File: src/hw/rtl/pfs_pkg.sv
package pfs_pkg;

   localparam int OpWidth      = 4;
   localparam int TagWidth     = 32;
   localparam int ValueWidth   = 64;
   localparam int ByteWidth    = 8;
   localparam int ReqDataWidth = 104;
   localparam int CountWidth   = 4;

   // Command queue between the classifier and the byte emitter.
   localparam int QueueDepth    = 2;
   localparam int QueuePtrWidth = $clog2(QueueDepth);

   // Field kinds carried on the request kind port.
   localparam logic [OpWidth-1:0] OpBool     = 4'd0;
   localparam logic [OpWidth-1:0] OpU32      = 4'd1;
   localparam logic [OpWidth-1:0] OpS32      = 4'd2;
   localparam logic [OpWidth-1:0] OpFixed32  = 4'd3;
   localparam logic [OpWidth-1:0] OpU64      = 4'd4;
   localparam logic [OpWidth-1:0] OpS64      = 4'd5;
   localparam logic [OpWidth-1:0] OpFixed64  = 4'd6;
   localparam logic [OpWidth-1:0] OpOptU32   = 4'd7;
   localparam logic [OpWidth-1:0] OpLenHdr   = 4'd8;

   localparam logic [CountWidth-1:0] Fixed32Bytes = 4'd4;
   localparam logic [CountWidth-1:0] Fixed64Bytes = 4'd8;

   typedef enum logic [1:0] {
      MODE_VARINT,
      MODE_FIXED32,
      MODE_FIXED64
   } mode_type;

   typedef struct packed {
      logic                  send_tag;
      mode_type              mode;
      logic [TagWidth-1:0]   tag;
      logic [ValueWidth-1:0] enc;
   } field_cmd_type;

endpackage

File: src/hw/rtl/protobuf_field_serializer_top.sv
// Protobuf scalar field serializer. Each request is one scalar field: its kind
// on req_tuser and its key, 64 value bits and two flags on req_tdata. The block
// sends the key as a varint and then the value's wire bytes (varint, zigzag
// varint, bool, little-endian fixed32 or fixed64, or a varint length header),
// one byte per response, with rsp_tlast high on the field's final byte. A field
// whose value is zero is dropped unless marked present; an optional u32 goes out
// only when present; a packed element omits the key and always goes out; unused
// kinds produce nothing. The single byte emitter in the back end loads each
// field's command and then shifts out its bytes one by one; rsp_tready low
// stalls it. The classifier stage and a two-entry command queue let new
// requests be taken while the emitter is still busy, so dropped fields cost
// no emitter time.
module protobuf_field_serializer_top (
   input  logic         clock,
   input  logic         reset,
   input  logic         req_tvalid,
   output logic         req_tready,
   // [31:0] tag, [95:32] value, [96] present, [97] packed_req, [103:98] zero.
   input  logic [103:0] req_tdata,
   // [3:0] op.
   input  logic [3:0]   req_tuser,
   output logic         rsp_tvalid,
   input  logic         rsp_tready,
   // [7:0] out_byte.
   output logic [7:0]   rsp_tdata,
   output logic         rsp_tlast
);
   import pfs_pkg::*;

   logic          front_valid;
   logic          front_ready;
   field_cmd_type front_cmd;
   logic          back_valid;
   logic          back_ready;
   field_cmd_type back_cmd;

   // Classifies each request and computes its encoded value.
   pfs_front u_front (
      .clock      (clock),
      .reset      (reset),
      .req_tvalid (req_tvalid),
      .req_tready (req_tready),
      .req_tdata  (req_tdata),
      .req_tuser  (req_tuser),
      .cmd_valid  (front_valid),
      .cmd_ready  (front_ready),
      .cmd        (front_cmd)
   );

   // Decouples the classifier from the byte emitter.
   pfs_queue u_queue (
      .clock      (clock),
      .reset      (reset),
      .push_valid (front_valid),
      .push_ready (front_ready),
      .push_data  (front_cmd),
      .pop_valid  (back_valid),
      .pop_ready  (back_ready),
      .pop_data   (back_cmd)
   );

   // Shifts out the key and value bytes through a registered output.
   pfs_back u_back (
      .clock      (clock),
      .reset      (reset),
      .cmd_valid  (back_valid),
      .cmd_ready  (back_ready),
      .cmd        (back_cmd),
      .rsp_tvalid (rsp_tvalid),
      .rsp_tready (rsp_tready),
      .rsp_tdata  (rsp_tdata),
      .rsp_tlast  (rsp_tlast)
   );

endmodule

File: src/hw/rtl/pfs_front.sv
module pfs_front (
   input  logic                          clock,
   input  logic                          reset,
   input  logic                          req_tvalid,
   output logic                          req_tready,
   input  logic [pfs_pkg::ReqDataWidth-1:0] req_tdata,
   input  logic [pfs_pkg::OpWidth-1:0]   req_tuser,
   output logic                          cmd_valid,
   input  logic                          cmd_ready,
   output pfs_pkg::field_cmd_type        cmd
);
   import pfs_pkg::*;

   logic                  cmd_valid_ff, cmd_valid_in;
   field_cmd_type         cmd_ff, cmd_in;
   logic [TagWidth-1:0]   tag;
   logic [ValueWidth-1:0] value;
   logic [31:0]           lo32;
   logic                  present;
   logic                  packed_req;
   logic                  known;
   logic                  nonzero;
   logic                  emit;

   assign tag        = req_tdata[31:0];
   assign value      = req_tdata[95:32];
   assign present    = req_tdata[96];
   assign packed_req = req_tdata[97];
   assign lo32       = value[31:0];

   // Work out the wire encoding of the value and whether the field goes out at all.
   always_comb begin
      known           = 1'b1;
      nonzero         = 1'b0;
      cmd_in.send_tag = !packed_req;
      cmd_in.mode     = MODE_VARINT;
      cmd_in.tag      = tag;
      cmd_in.enc      = '0;
      unique case (req_tuser) inside
         OpBool: begin
            nonzero    = |value;
            cmd_in.enc = {{(ValueWidth-1){1'b0}}, nonzero};
         end
         OpU32, OpLenHdr: begin
            nonzero    = |lo32;
            cmd_in.enc = {32'd0, lo32};
         end
         OpOptU32: begin
            // An optional field goes out only when it is set, whatever its value.
            cmd_in.enc = {32'd0, lo32};
         end
         OpFixed32: begin
            nonzero     = |lo32;
            cmd_in.enc  = {32'd0, lo32};
            cmd_in.mode = MODE_FIXED32;
         end
         OpS32: begin
            nonzero    = |lo32;
            cmd_in.enc = {32'd0, {lo32[30:0], 1'b0} ^ {32{lo32[31]}}};
         end
         OpU64: begin
            nonzero    = |value;
            cmd_in.enc = value;
         end
         OpFixed64: begin
            nonzero     = |value;
            cmd_in.enc  = value;
            cmd_in.mode = MODE_FIXED64;
         end
         OpS64: begin
            nonzero    = |value;
            cmd_in.enc = {value[62:0], 1'b0} ^ {ValueWidth{value[63]}};
         end
         default: begin
            known = 1'b0;
         end
      endcase
      emit = known && (nonzero || present || packed_req);
   end

   assign req_tready   = !cmd_valid_ff || cmd_ready;
   assign cmd_valid_in = req_tready ? (req_tvalid && emit) : cmd_valid_ff;

   always_ff @(posedge clock) begin
      if (reset) begin
         cmd_valid_ff <= 1'b0;
      end else begin
         cmd_valid_ff <= cmd_valid_in;
      end
   end

   always_ff @(posedge clock) begin
      if (req_tvalid && req_tready) begin
         cmd_ff <= cmd_in;
      end
   end

   assign cmd_valid = cmd_valid_ff;
   assign cmd       = cmd_ff;

endmodule

File: src/hw/rtl/pfs_queue.sv
module pfs_queue (
   input  logic                   clock,
   input  logic                   reset,
   input  logic                   push_valid,
   output logic                   push_ready,
   input  pfs_pkg::field_cmd_type push_data,
   output logic                   pop_valid,
   input  logic                   pop_ready,
   output pfs_pkg::field_cmd_type pop_data
);
   import pfs_pkg::*;

   field_cmd_type            entry_ff [QueueDepth];
   logic [QueuePtrWidth-1:0] wr_ptr_ff, wr_ptr_in;
   logic [QueuePtrWidth-1:0] rd_ptr_ff, rd_ptr_in;
   logic [QueuePtrWidth:0]   count_ff, count_in;
   logic                     push_fire;
   logic                     pop_fire;

   assign push_ready = count_ff != (QueuePtrWidth+1)'(QueueDepth);
   assign pop_valid  = count_ff != '0;
   assign pop_data   = entry_ff[rd_ptr_ff];
   assign push_fire  = push_valid && push_ready;
   assign pop_fire   = pop_valid && pop_ready;

   always_comb begin
      wr_ptr_in = push_fire ? wr_ptr_ff + 1'b1 : wr_ptr_ff;
      rd_ptr_in = pop_fire ? rd_ptr_ff + 1'b1 : rd_ptr_ff;
      count_in  = count_ff;
      if (push_fire && !pop_fire) begin
         count_in = count_ff + 1'b1;
      end else if (pop_fire && !push_fire) begin
         count_in = count_ff - 1'b1;
      end
   end

   always_ff @(posedge clock) begin
      if (reset) begin
         wr_ptr_ff <= '0;
         rd_ptr_ff <= '0;
         count_ff  <= '0;
      end else begin
         wr_ptr_ff <= wr_ptr_in;
         rd_ptr_ff <= rd_ptr_in;
         count_ff  <= count_in;
      end
   end

   always_ff @(posedge clock) begin
      if (push_fire) begin
         entry_ff[wr_ptr_ff] <= push_data;
      end
   end

   a_count_bound: assert property (@(posedge clock) disable iff (reset)
      count_ff <= (QueuePtrWidth+1)'(QueueDepth))
      else $error("command queue holds more entries than it has");

   a_push_grows: assert property (@(posedge clock) disable iff (reset)
      (push_fire && !pop_fire) |=> (count_ff == $past(count_ff) + 1'b1))
      else $error("command queue lost a pushed entry");

endmodule

File: src/hw/rtl/pfs_back.sv
module pfs_back (
   input  logic                          clock,
   input  logic                          reset,
   input  logic                          cmd_valid,
   output logic                          cmd_ready,
   input  pfs_pkg::field_cmd_type        cmd,
   output logic                          rsp_tvalid,
   input  logic                          rsp_tready,
   output logic [pfs_pkg::ByteWidth-1:0] rsp_tdata,
   output logic                          rsp_tlast
);
   import pfs_pkg::*;

   typedef enum logic [2:0] {
      ST_IDLE  = 3'b001,
      ST_KEY   = 3'b010,
      ST_VALUE = 3'b100
   } state_type;

   state_type             state_ff, state_in;
   mode_type              mode_ff, mode_in;
   logic [TagWidth-1:0]   shift_tag_ff, shift_tag_in;
   logic [ValueWidth-1:0] shift_value_ff, shift_value_in;
   logic [CountWidth-1:0] bytes_left_ff, bytes_left_in;
   logic                  rsp_valid_ff, rsp_valid_in;
   logic [ByteWidth-1:0]  rsp_data_ff, rsp_data_in;
   logic                  rsp_last_ff, rsp_last_in;
   logic                  out_free;
   logic                  tag_more;
   logic                  value_more;

   // The output register can take a new byte when it is empty or being drained.
   assign out_free   = !rsp_valid_ff || rsp_tready;
   assign tag_more   = |shift_tag_ff[TagWidth-1:7];
   assign value_more = |shift_value_ff[ValueWidth-1:7];
   assign cmd_ready  = out_free && (state_ff == ST_IDLE);

   always_comb begin
      state_in       = state_ff;
      mode_in        = mode_ff;
      shift_tag_in   = shift_tag_ff;
      shift_value_in = shift_value_ff;
      bytes_left_in  = bytes_left_ff;
      rsp_valid_in   = rsp_valid_ff;
      rsp_data_in    = rsp_data_ff;
      rsp_last_in    = rsp_last_ff;
      if (out_free) begin
         rsp_valid_in = 1'b0;
         unique case (state_ff)
            ST_IDLE: begin
               if (cmd_valid) begin
                  mode_in        = cmd.mode;
                  shift_tag_in   = cmd.tag;
                  shift_value_in = cmd.enc;
                  case (cmd.mode)
                     MODE_FIXED32: bytes_left_in = Fixed32Bytes;
                     MODE_FIXED64: bytes_left_in = Fixed64Bytes;
                     default:      bytes_left_in = '0;
                  endcase
                  state_in = cmd.send_tag ? ST_KEY : ST_VALUE;
               end
            end
            ST_KEY: begin
               rsp_valid_in = 1'b1;
               rsp_last_in  = 1'b0;
               if (tag_more) begin
                  rsp_data_in  = {1'b1, shift_tag_ff[6:0]};
                  shift_tag_in = shift_tag_ff >> 7;
               end else begin
                  rsp_data_in  = shift_tag_ff[7:0];
                  shift_tag_in = '0;
                  state_in     = ST_VALUE;
               end
            end
            ST_VALUE: begin
               rsp_valid_in = 1'b1;
               if (mode_ff == MODE_VARINT) begin
                  rsp_data_in    = value_more ? {1'b1, shift_value_ff[6:0]}
                                              : shift_value_ff[7:0];
                  shift_value_in = shift_value_ff >> 7;
                  rsp_last_in    = !value_more;
               end else begin
                  rsp_data_in    = shift_value_ff[7:0];
                  shift_value_in = shift_value_ff >> 8;
                  bytes_left_in  = bytes_left_ff - 1'b1;
                  rsp_last_in    = bytes_left_ff == CountWidth'(1);
               end
               if (rsp_last_in) begin
                  shift_value_in = '0;
                  bytes_left_in  = '0;
                  state_in       = ST_IDLE;
               end
            end
            default: begin
               state_in = ST_IDLE;
            end
         endcase
      end
   end

   always_ff @(posedge clock) begin
      if (reset) begin
         state_ff       <= ST_IDLE;
         rsp_valid_ff   <= 1'b0;
         shift_tag_ff   <= '0;
         shift_value_ff <= '0;
         bytes_left_ff  <= '0;
      end else begin
         state_ff       <= state_in;
         rsp_valid_ff   <= rsp_valid_in;
         shift_tag_ff   <= shift_tag_in;
         shift_value_ff <= shift_value_in;
         bytes_left_ff  <= bytes_left_in;
      end
   end

   always_ff @(posedge clock) begin
      mode_ff     <= mode_in;
      rsp_data_ff <= rsp_data_in;
      rsp_last_ff <= rsp_last_in;
   end

   assign rsp_tvalid = rsp_valid_ff;
   assign rsp_tdata  = rsp_data_ff;
   assign rsp_tlast  = rsp_last_ff;

   a_idle_no_count: assert property (@(posedge clock) disable iff (reset)
      (state_ff == ST_IDLE) |-> (bytes_left_ff == '0))
      else $error("byte count left over after a field finished");

   a_fixed_count: assert property (@(posedge clock) disable iff (reset)
      (state_ff == ST_VALUE && mode_ff != MODE_VARINT) |-> (bytes_left_ff != '0))
      else $error("fixed-width value ran out of bytes before its last byte");

endmodule
File: config.mk
export PLATFORM = sky130hd
export DESIGN_NAME = protobuf_field_serializer_top
export DESIGN_NICKNAME = d
export VERILOG_FILES = /design/src/hw/rtl/pfs_pkg.sv /design/src/hw/rtl/protobuf_field_serializer_top.sv /design/src/hw/rtl/pfs_front.sv /design/src/hw/rtl/pfs_queue.sv /design/src/hw/rtl/pfs_back.sv
export SDC_FILE = /design/constraint.sdc
export NUM_CORES = 1
export LEC_CHECK = 0
export BUFFER_PORTS_ARGS = -buffer_cell sky130_fd_sc_hd__buf_4
export CAP_MARGIN = 20
export CORE_MARGIN = 1
export CORE_UTILIZATION = 45
export DETAILED_ROUTE_END_ITERATION = 10
export PLACE_DENSITY_LB_ADDON = 0.2
export SYNTH_ARGS = -nofsm -noshare
export SYNTH_HDL_FRONTEND = slang
export SYNTH_SLANG_ARGS = --single-unit
File: constraint.sdc
create_clock -name clock -period 11.8 [get_ports clock]
set_input_delay 0.59 -clock clock [delete_from_list [all_inputs] [get_ports clock]]
set_output_delay 0.59 -clock clock [all_outputs]
set_load 0.02 [all_outputs]
# Yosys cells after proc, flatten, opt, wreduce, memory -nomap -nowiden
# Memories as Yosys holds them, arrays and structs flattened. A register that Yosys moved wholly into a read port is not among the register bits.
# Index checks and enable logic that the tools add are counted.
# word_totals
regBits	219
latchBits	0
mem_bits_rw	198
rom_bits	0
input_bits	112
output_inout_bits	11
word_cells	120
mem_count	1
# classes
n_addsub	5
n_mul	0
div	0
order_cmp	0
eq_ne	19
shifts	0
muxes	36
bitwise	2
reduce_logical	41
# mem_list
name	depth	word_bits	read_ports	rd_ports_with_merged_regs	wr	line_no	source
u_queue.entry_ff	2	99	1	1	1	pfs_queue.sv:13	field_cmd_type entry_ff [QueueDepth];
# ops
op	n
$pmux W64 S5	1
$pmux W64 S2	1
$mux W57	2
$mux W64	1
$pmux W32 S2	1
$reduce_or A64 Y1	1
$xor A64 B64 Y64	1
$reduce_or A57 Y1	1
$mux W32	1
$reduce_or A32 Y1	1
$xor A32 B32 Y32	1
$mux W25	1
$reduce_or A25 Y1	1
$mux W8	3
$eq A4 B3 Y1 const B	4
$pmux W4 S2	2
$pmux W8 S2	1
$mux W3	4
$mux W4	3
$reduce_or A4 Y1	3
$reduce_bool A2 Y1	5
$mux W1	9
$pmux W3 S3	1
$reduce_and A3 Y1	3
other kinds (27)	51

# Logic depth before layout (Yosys ltp)
# Gate-level depths: netlist of run 1.
# depth
depth_word	7
ltp_mapped	9
ltp_nobuf	8

# By module
# Synthesis of run 1 repeated with hierarchy kept, for this count alone.
# hier_totals
hier_cells	1423
area_unflattened_um2	17919.7
# modules_own_cells
module	instances	cells_per_inst	area_per_inst_um2	seq_area_each_um2
pfs_queue	1	332	7394.6	6045.8
pfs_back	1	782	6008.3	2412.3
pfs_front	1	309	4516.8	2992.9

# Worst setup path before layout of run 1
# OpenSTA, ideal clock, no wires.
# synth_path
path_kind	register to register
start	register u_queue.count_ff[0]
end	memory u_queue.entry_ff[0][0] (netlist bit) (enable)
setup_time_ns	0.557
t_arrival_ns	4.743
t_required_ns	11.243
setup_slack_ns	6.499
path_stages_with_launch	4
n_path_buf	0
synth_period_minus_slack_ns	5.301
path_cell_list	dfxtp_1 -> nand2b_1 -> nand2_1 -> nor2_1
# synth_via
elab_chain_cells	4
# synth_rtl
element	line_no	source
start, declared	pfs_queue.sv:16	logic [QueuePtrWidth:0] count_ff, count_in;
start signal, assigned	pfs_queue.sv:45	count_ff <= count_in;
$ne A2 B2 Y1	pfs_queue.sv:20	assign push_ready = count_ff != (QueuePtrWidth+1)'(QueueDepth);
$logic_and A1 B1 Y1	pfs_queue.sv:23	assign push_fire = push_valid && push_ready;
$mux W1	pfs_queue.sv:50	if (push_fire) begin
$mux W1 (implied by the code)	pfs_queue.sv:51	entry_ff[wr_ptr_ff] <= push_data;
end, declared	pfs_queue.sv:13	
# No other way between the ends.

# Worst setup path after layout of run 1
# layout_path
start	register u_back.state_ff[0]
end	register u_back.shift_value_ff[29]
# layout_via
elab_chain_cells	3
elab_cells_between_ends	6
cone_classes	3 x eq/ne; 1 x mux; 2 x reduce/logical
# layout_rtl
element	line_no	source
start, declared	pfs_back.sv:20	state_type state_ff, state_in;
start signal, assigned	pfs_back.sv:109	state_ff <= state_in;
$eq A3 B1 Y1 or $eq A3 B3 Y1 (tied branches)	pfs_back.sv:49	unique case (state_ff)
$ne A2 B2 Y1 (no source line) or $reduce_bool A2 Y1 (tied branches)	n/a	
$reduce_and A3 Y1 (no source line)	n/a	
end signal, assigned	pfs_back.sv:112	shift_value_ff <= shift_value_in;
end, declared	pfs_back.sv:23	logic [ValueWidth-1:0] shift_value_ff, shift_value_in;
# Parallel ways exist; a longest one is shown, timed or not.
# A chain may end at the register's enable or synchronous reset.

==> results of run 1 <==
[registers in the layout, summed over array words and instances (netlist names), 2 cells and up, named ones only]
name	count
u_front.cmd	99
u_back.mode_ff	2
u_back.bytes_left_ff	4
u_queue.entry_ff	198
u_back.rsp_tdata	8
u_back.shift_tag_ff	32
u_back.state_ff	3
u_back.shift_value_ff	64
u_queue.count_ff	2
[worst max path at each step]
| stage | startpoint | to | slack [ns] | cells after the start |
|---|---|---|---|---|
| after global placement | req_tdata[63] | u_front.cmd_valid$_SDFFE_PP0N_ | 8.49 | 9 |
| after global routing | u_back.state_ff[0]$_SDFFE_PP1P_ | u_back.shift_value_ff[38]$_SDFFE_PP0P_ | 8.63 | 7 |
| after CTS | u_back.state_ff[0]$_SDFFE_PP1P_ | u_back.shift_value_ff[29]$_SDFFE_PP0P_ | 8.92 | 7 |
| final | u_back.state_ff[0]$_SDFFE_PP1P_ | u_back.shift_value_ff[29]$_SDFFE_PP0P_ | 8.96 | 7 |
| after floorplan | u_queue.count_ff[0]$_SDFFE_PP0P_ | u_queue.entry_ff[0][0]$_DFFE_PP_ | 6.50 | 3 |
| after detailed placement | req_tdata[63] | u_front.cmd_valid$_SDFFE_PP0N_ | 8.52 | 9 |
[Yosys cell counts (6+ instances only)]
cell | instances | area, um2
a221o_1 | 30 | 300
buf_2 | 11 | 55.1
o21ai_0 | 126 | 631
nor2_1 | 114 | 428
buf_1 | 10 | 37.5
nand2_1 | 41 | 154
edfxtp_1 | 308 | 9250
a21oi_1 | 167 | 836
a22o_1 | 33 | 289
nor3_1 | 26 | 130
inv_1 | 13 | 48.8
a211oi_1 | 26 | 195
nand3_1 | 6 | 30.0
xor2_1 | 35 | 307
mux2_2 | 114 | 1280
mux2i_1 | 42 | 420
nor4_1 | 30 | 188
clkbuf_1 | 76 | 285
dfxtp_1 | 110 | 2200
[routing by layer]
layer  vias to the layer above  part of all wire (%)  wire [um]  track usage [%]
li1                       5396                     -          -                -
met2                       239                    46      16800             29.3
met3                        46                   4.8       1750             3.38
met5                         -                     0          0                0
met4                         0                   1.9        687             6.02
met1                      5431                    48      17600             26.7
[power by group]
group / total, mW / internal, mW / leakage, nW / switching, mW
Combinational: 1.03 / 0.432 / 2.65 / 0.598
Sequential: 1.98 / 1.80 / 3.81 / 0.178
Clock: 1.38 / 0.818 / 0.722 / 0.558
[cells by family after synthesis]
logic type	after synthesis	share of synthesized area [%]
fa+ha+maj	5	0.357
simple gates	252	6.84
mux	156	9.71
buf+inv	111	2.50
xor+xnor	37	1.85
flops	418	65.3
compound gates	397	13.5
[worst reg2reg max path, cell delays in order, from the launching register on]
cell and delay, ns:
dfxtp_1 0.37, nor2_1 0.18, and2_1 0.67, nand2_1 0.20, a21oi_4 0.52, buf_4 0.47, o21ai_0 0.19, a21oi_1 0.16
[final cells by class]
cell class / instances / share of cell area [%]
Clock buffer: 58 / 6.17
Clock inverter: 26 / 1.00
Inverter: 13 / 0.239
Multi-Input combinational cell: 847 / 28.1
Sequential cell: 418 / 56.2
Tap cell: 511 / 3.14
Timing Repair Buffer: 136 / 5.22
==> run metrics, run 1 <==
status finished, final reports clean; DP Worst Slack 8.52 ns; fillcell total 3245; ys flop type edfxtp_1; CP top delay family simple AND/OR/NAND/NOR gates; layout cell share with drive strength beyond 1 22.4%; most common cell after layout, fill and taps aside edfxtp_1; nets@finish 1578; Final Power 4.39 mW; slowest CP cell and2_1; WP data required 12.29 ns; latest clock arrival within the worst-skew pair 0.57 ns; final std cells w/o fill 2009; crit path buf inv count 1; RSZ-0062 raised after global routing no; Critical Path Max Stage Delay 0.67 ns; area grow syn2layout 16.2%; CP Cell Sequence nor2_1 > and2_1 > nand2_1 > a21oi_4 > buf_4 > o21ai_0 > a21oi_1; CTS tree done; vias 11.1k; Async S/R FF share, synth 0%; startpoint of the worst hold path req_tdata[25]; Die Y 199 um; Slew Limit Fails 0; post-synthesis cell type count 49; Static Leak 7.19 nW; setup violators final 0; Worst R2R End u_back.shift_value_ff[29]$_SDFFE_PP0P_; Finished Cell Area 20400 um2; Ys Warns 0; WS Path Type flop to flop; area of the mapped netlist 17500 um2; DR DRC count 0; DR WL/cell 18.4 um; antenna diode count 0; Total GRT Usage 18.8%; slew margin rel. 28.6%; post-synthesis sequential area ratio 65.3%; core area 38000 um2; postcts setup bufs 0; Placed Area 18900 um2; Peak VDD IR 0.124 mV; post-DR vias/cell 5.53; beginning of the worst register-to-register path u_back.state_ff[0]$_SDFFE_PP1P_; Clock Skews 0.0127 ns; Hold Path Class input pin to flop; clock sink total 418; input/output buffers 116; Final period util 24.1%; Critical Path End Type flop; row cnt 71; Critical Path AT 3.33 ns; Multi-input gate area 5720 um2; Syn Inst Count 1376; final hold vios 0; hold bufs inserted after CTS 0; hold depth 1; gp weighted congestion 0.813; Tmin final 2.84 ns; Reg area 11500 um2; Initial Util 46.1%; number of nets with antenna violations after routing 0; clock slew at reported path FFs 0.06 ns; Initial DRT Pass Iterations 5; setup tns final 0 ns; Max Buffers Root-to-Sink 3; EDFF count, synth 308; H-tree depth 2; DIE WIDTH 199 um; Synth Area per Inst 12.7 um2; hpwl dp 23000 um; Final Util 53.6%; largest net degree at the start of global routing 73; initial antenna violation count 0; post-CTS resize count 0; worst setup margin 8.96 ns; drt initial violations 657; Max Cap Viol 0; Pwr Density 215 nW/um2; Cells after DPL 1921; CTS root buf clkbuf_16; Syn Nets 1493; Ports 123; commonest non-fill, non-tap cells in the layout edfxtp_1 (308), a21oi_1 (165), buf_4 (132), o21ai_0 (126), mux2_2 (114); Worst setup SP type flop; Max Freq 352 MHz; number of global-route vias before repair 10.7k; flop2flop setup slack 8.96 ns; Die ar. 39800 um2; worst-margin pin slew 1.07 ns; Seq cells post-synth 418; FF-to-FF path depth 7; Hold Path End u_front.cmd[89]$_DFFE_PP_; Hold Slack 0.200 ns; Congestion Overflow GR 0; Routed WL 36900 um; cts bufs inserted 45; first-pass GRT wire length 58300 um; CP Max Fanout 44
No activity file was read; power rests on OpenSTA's default activity.
==> run 2, diff against run 1 <==
Clock period 11.8 ns to 2.8 ns, I/O delays scaled along.
==> run metrics, run 2 (same netlist as run 1, synthesis figures left out) <==
switching share of power 30.4%; H-tree depth 2; Slew Limit Fails 0; most common cell after layout, fill and taps aside edfxtp_1; cts bufs inserted 43; max reg flops 198; antenna diode count 0; area grow syn2layout 23.4%; Initial DRT Pass Iterations 5; gp weighted congestion 0.790; first-pass GRT wire length 60700 um; initial antenna violation count 1; vias 11.7k; input/output buffers 116; clock sink total 418; Total GRT Usage 19.7%; Multi-input gate area 5720 um2; number of nets with antenna violations after routing 0; Peak VDD IR 0.408 mV; slew margin rel. 52.4%; CP top delay family buffers and inverters; CTS tree done; Max Freq 366 MHz; setup violators final 0; Sw Pwr 5.65 mW; Critical Path Max Stage Delay 0.58 ns; Critical Path End Type flop; WS Path Type input pin to flop; setup tns final 0 ns; Critical Path AT 3.18 ns; Routed WL 38700 um; Clock Skews 0.0179 ns; Final Power 18.6 mW; internal power 12.9 mW; Hold Path Class input pin to flop; DR WL/cell 18.1 um; Static Leak 7.76 nW; core area 38000 um2; worst-margin pin slew 0.715 ns; hold bufs inserted after CTS 115; Initial Util 46.1%; clock slew at reported path FFs 0.06 ns; WP data required 3.25 ns; drt initial violations 665; CP Max Fanout 4; Ports 123; postcts setup bufs 0; post-DR vias/cell 5.47; Max Buffers Root-to-Sink 3; hpwl dp 23800 um; final hold vios 0; Congestion Overflow GR 0; sequential share of power 44.7%; clock power share 30.5%; CTS root buf clkbuf_16; RSZ-0062 raised after global routing no; slowest CP cell dlygate4sd3_1; post-CTS resize count 0; status finished, final reports clean; latest clock arrival within the worst-skew pair 0.57 ns; Tmin final 2.73 ns; Largest Register u_queue.entry_ff; largest net degree at the start of global routing 66; Cells after DPL 1941; Die Y 199 um; crit path buf inv count 4; number of global-route vias before repair 11.3k; Die ar. 39800 um2; row cnt 71; commonest non-fill, non-tap cells in the layout edfxtp_1 (308), a21oi_1 (165), buf_4 (145), o21ai_0 (126), dlygate4sd3_1 (115); nets@finish 1707; Worst setup SP type input pin; Max Cap Viol 0; Final period util 97.5%; final std cells w/o fill 2136; fillcell total 3113; layout cell share with drive strength beyond 1 21.8%; combinational power share 24.8%; Reg area 11500 um2; DR DRC count 0; DIE WIDTH 199 um; CP Cell Sequence dlygate4sd3_1 > buf_4 > nor4_1 > nand4_1 > nor3_1 > buf_4 > a21oi_1 > a2111oi_0 > o22ai_1 > dlygate4sd3_1; Pwr Density 859 nW/um2
==> run 2: final cells by class <==
cell class                 count  share of cell area [%]
sequential                   418                    52.9
multi-input combinational    847                    26.4
timing repair buffer         267                    11.0
clock buffer                  49                    5.17
tap                          511                    2.95
clock inverter                31                    1.33
inverter                      13                   0.225
==> run 2: per-stage QoR <==
stage	utilization [%]	area (um2)	setup WS, ns	hold slack (ns)
floorplan	-	17600	0.264	0.239
global placement	50.2	19100	0.418	0.318
detailed placement	50.2	19100	0.383	0.319
CTS	56.9	21700	0.162	0.0189
global route	56.9	21700	0.123	0.0810
finish	56.9	21700	0.0706	0.0294
==> run 2: power groups by stage <==
stage                     registers, mW  clock network, mW  logic (mW)
after floorplan                    8.14                  0        3.38
after global placement             8.41                  0        4.41
after detailed placement           8.43                  0        4.46
after CTS                          8.31               5.82        4.63
after global routing               8.42               6.06        5.13
final                              8.31               5.67        4.61
==> run 2: worst min-delay path, stage by stage <==
cell	delay, ns
buf_4	0.10
xor2_1	0.13
a32oi_1	0.07
nand2_1	0.06
==> run 2: final timing paths <==
| path | startpoint | to | slack, ns | depth (start not counted) |
|---|---|---|---|---|
| worst max-delay path | req_tdata[34] | u_front.cmd_valid$_SDFFE_PP0N_ | 0.07 | 10 |
| worst min-delay path | req_tdata[62] | u_front.cmd[31]$_DFFE_PP_ | 0.03 | 4 |
| worst max register to register | u_back.state_ff[0]$_SDFFE_PP1P_ | u_queue.count_ff[1]$_SDFFE_PP0P_ | 0.50 | 7 |
| worst min register to register | u_front.cmd[91]$_DFFE_PP_ | u_queue.entry_ff[0][91]$_DFFE_PP_ | 0.44 | 0 |
==> run 2: routing by layer <==
metal	share of wire, %	wire length (um)	GRT usage [%]	vias up
li1	-	-	-	5644
met1	46	17700	26.7	5683
met2	48	18600	32.2	306
met3	4.7	1830	3.90	46
met4	1.7	644	4.92	0
met5	0	0	0	-
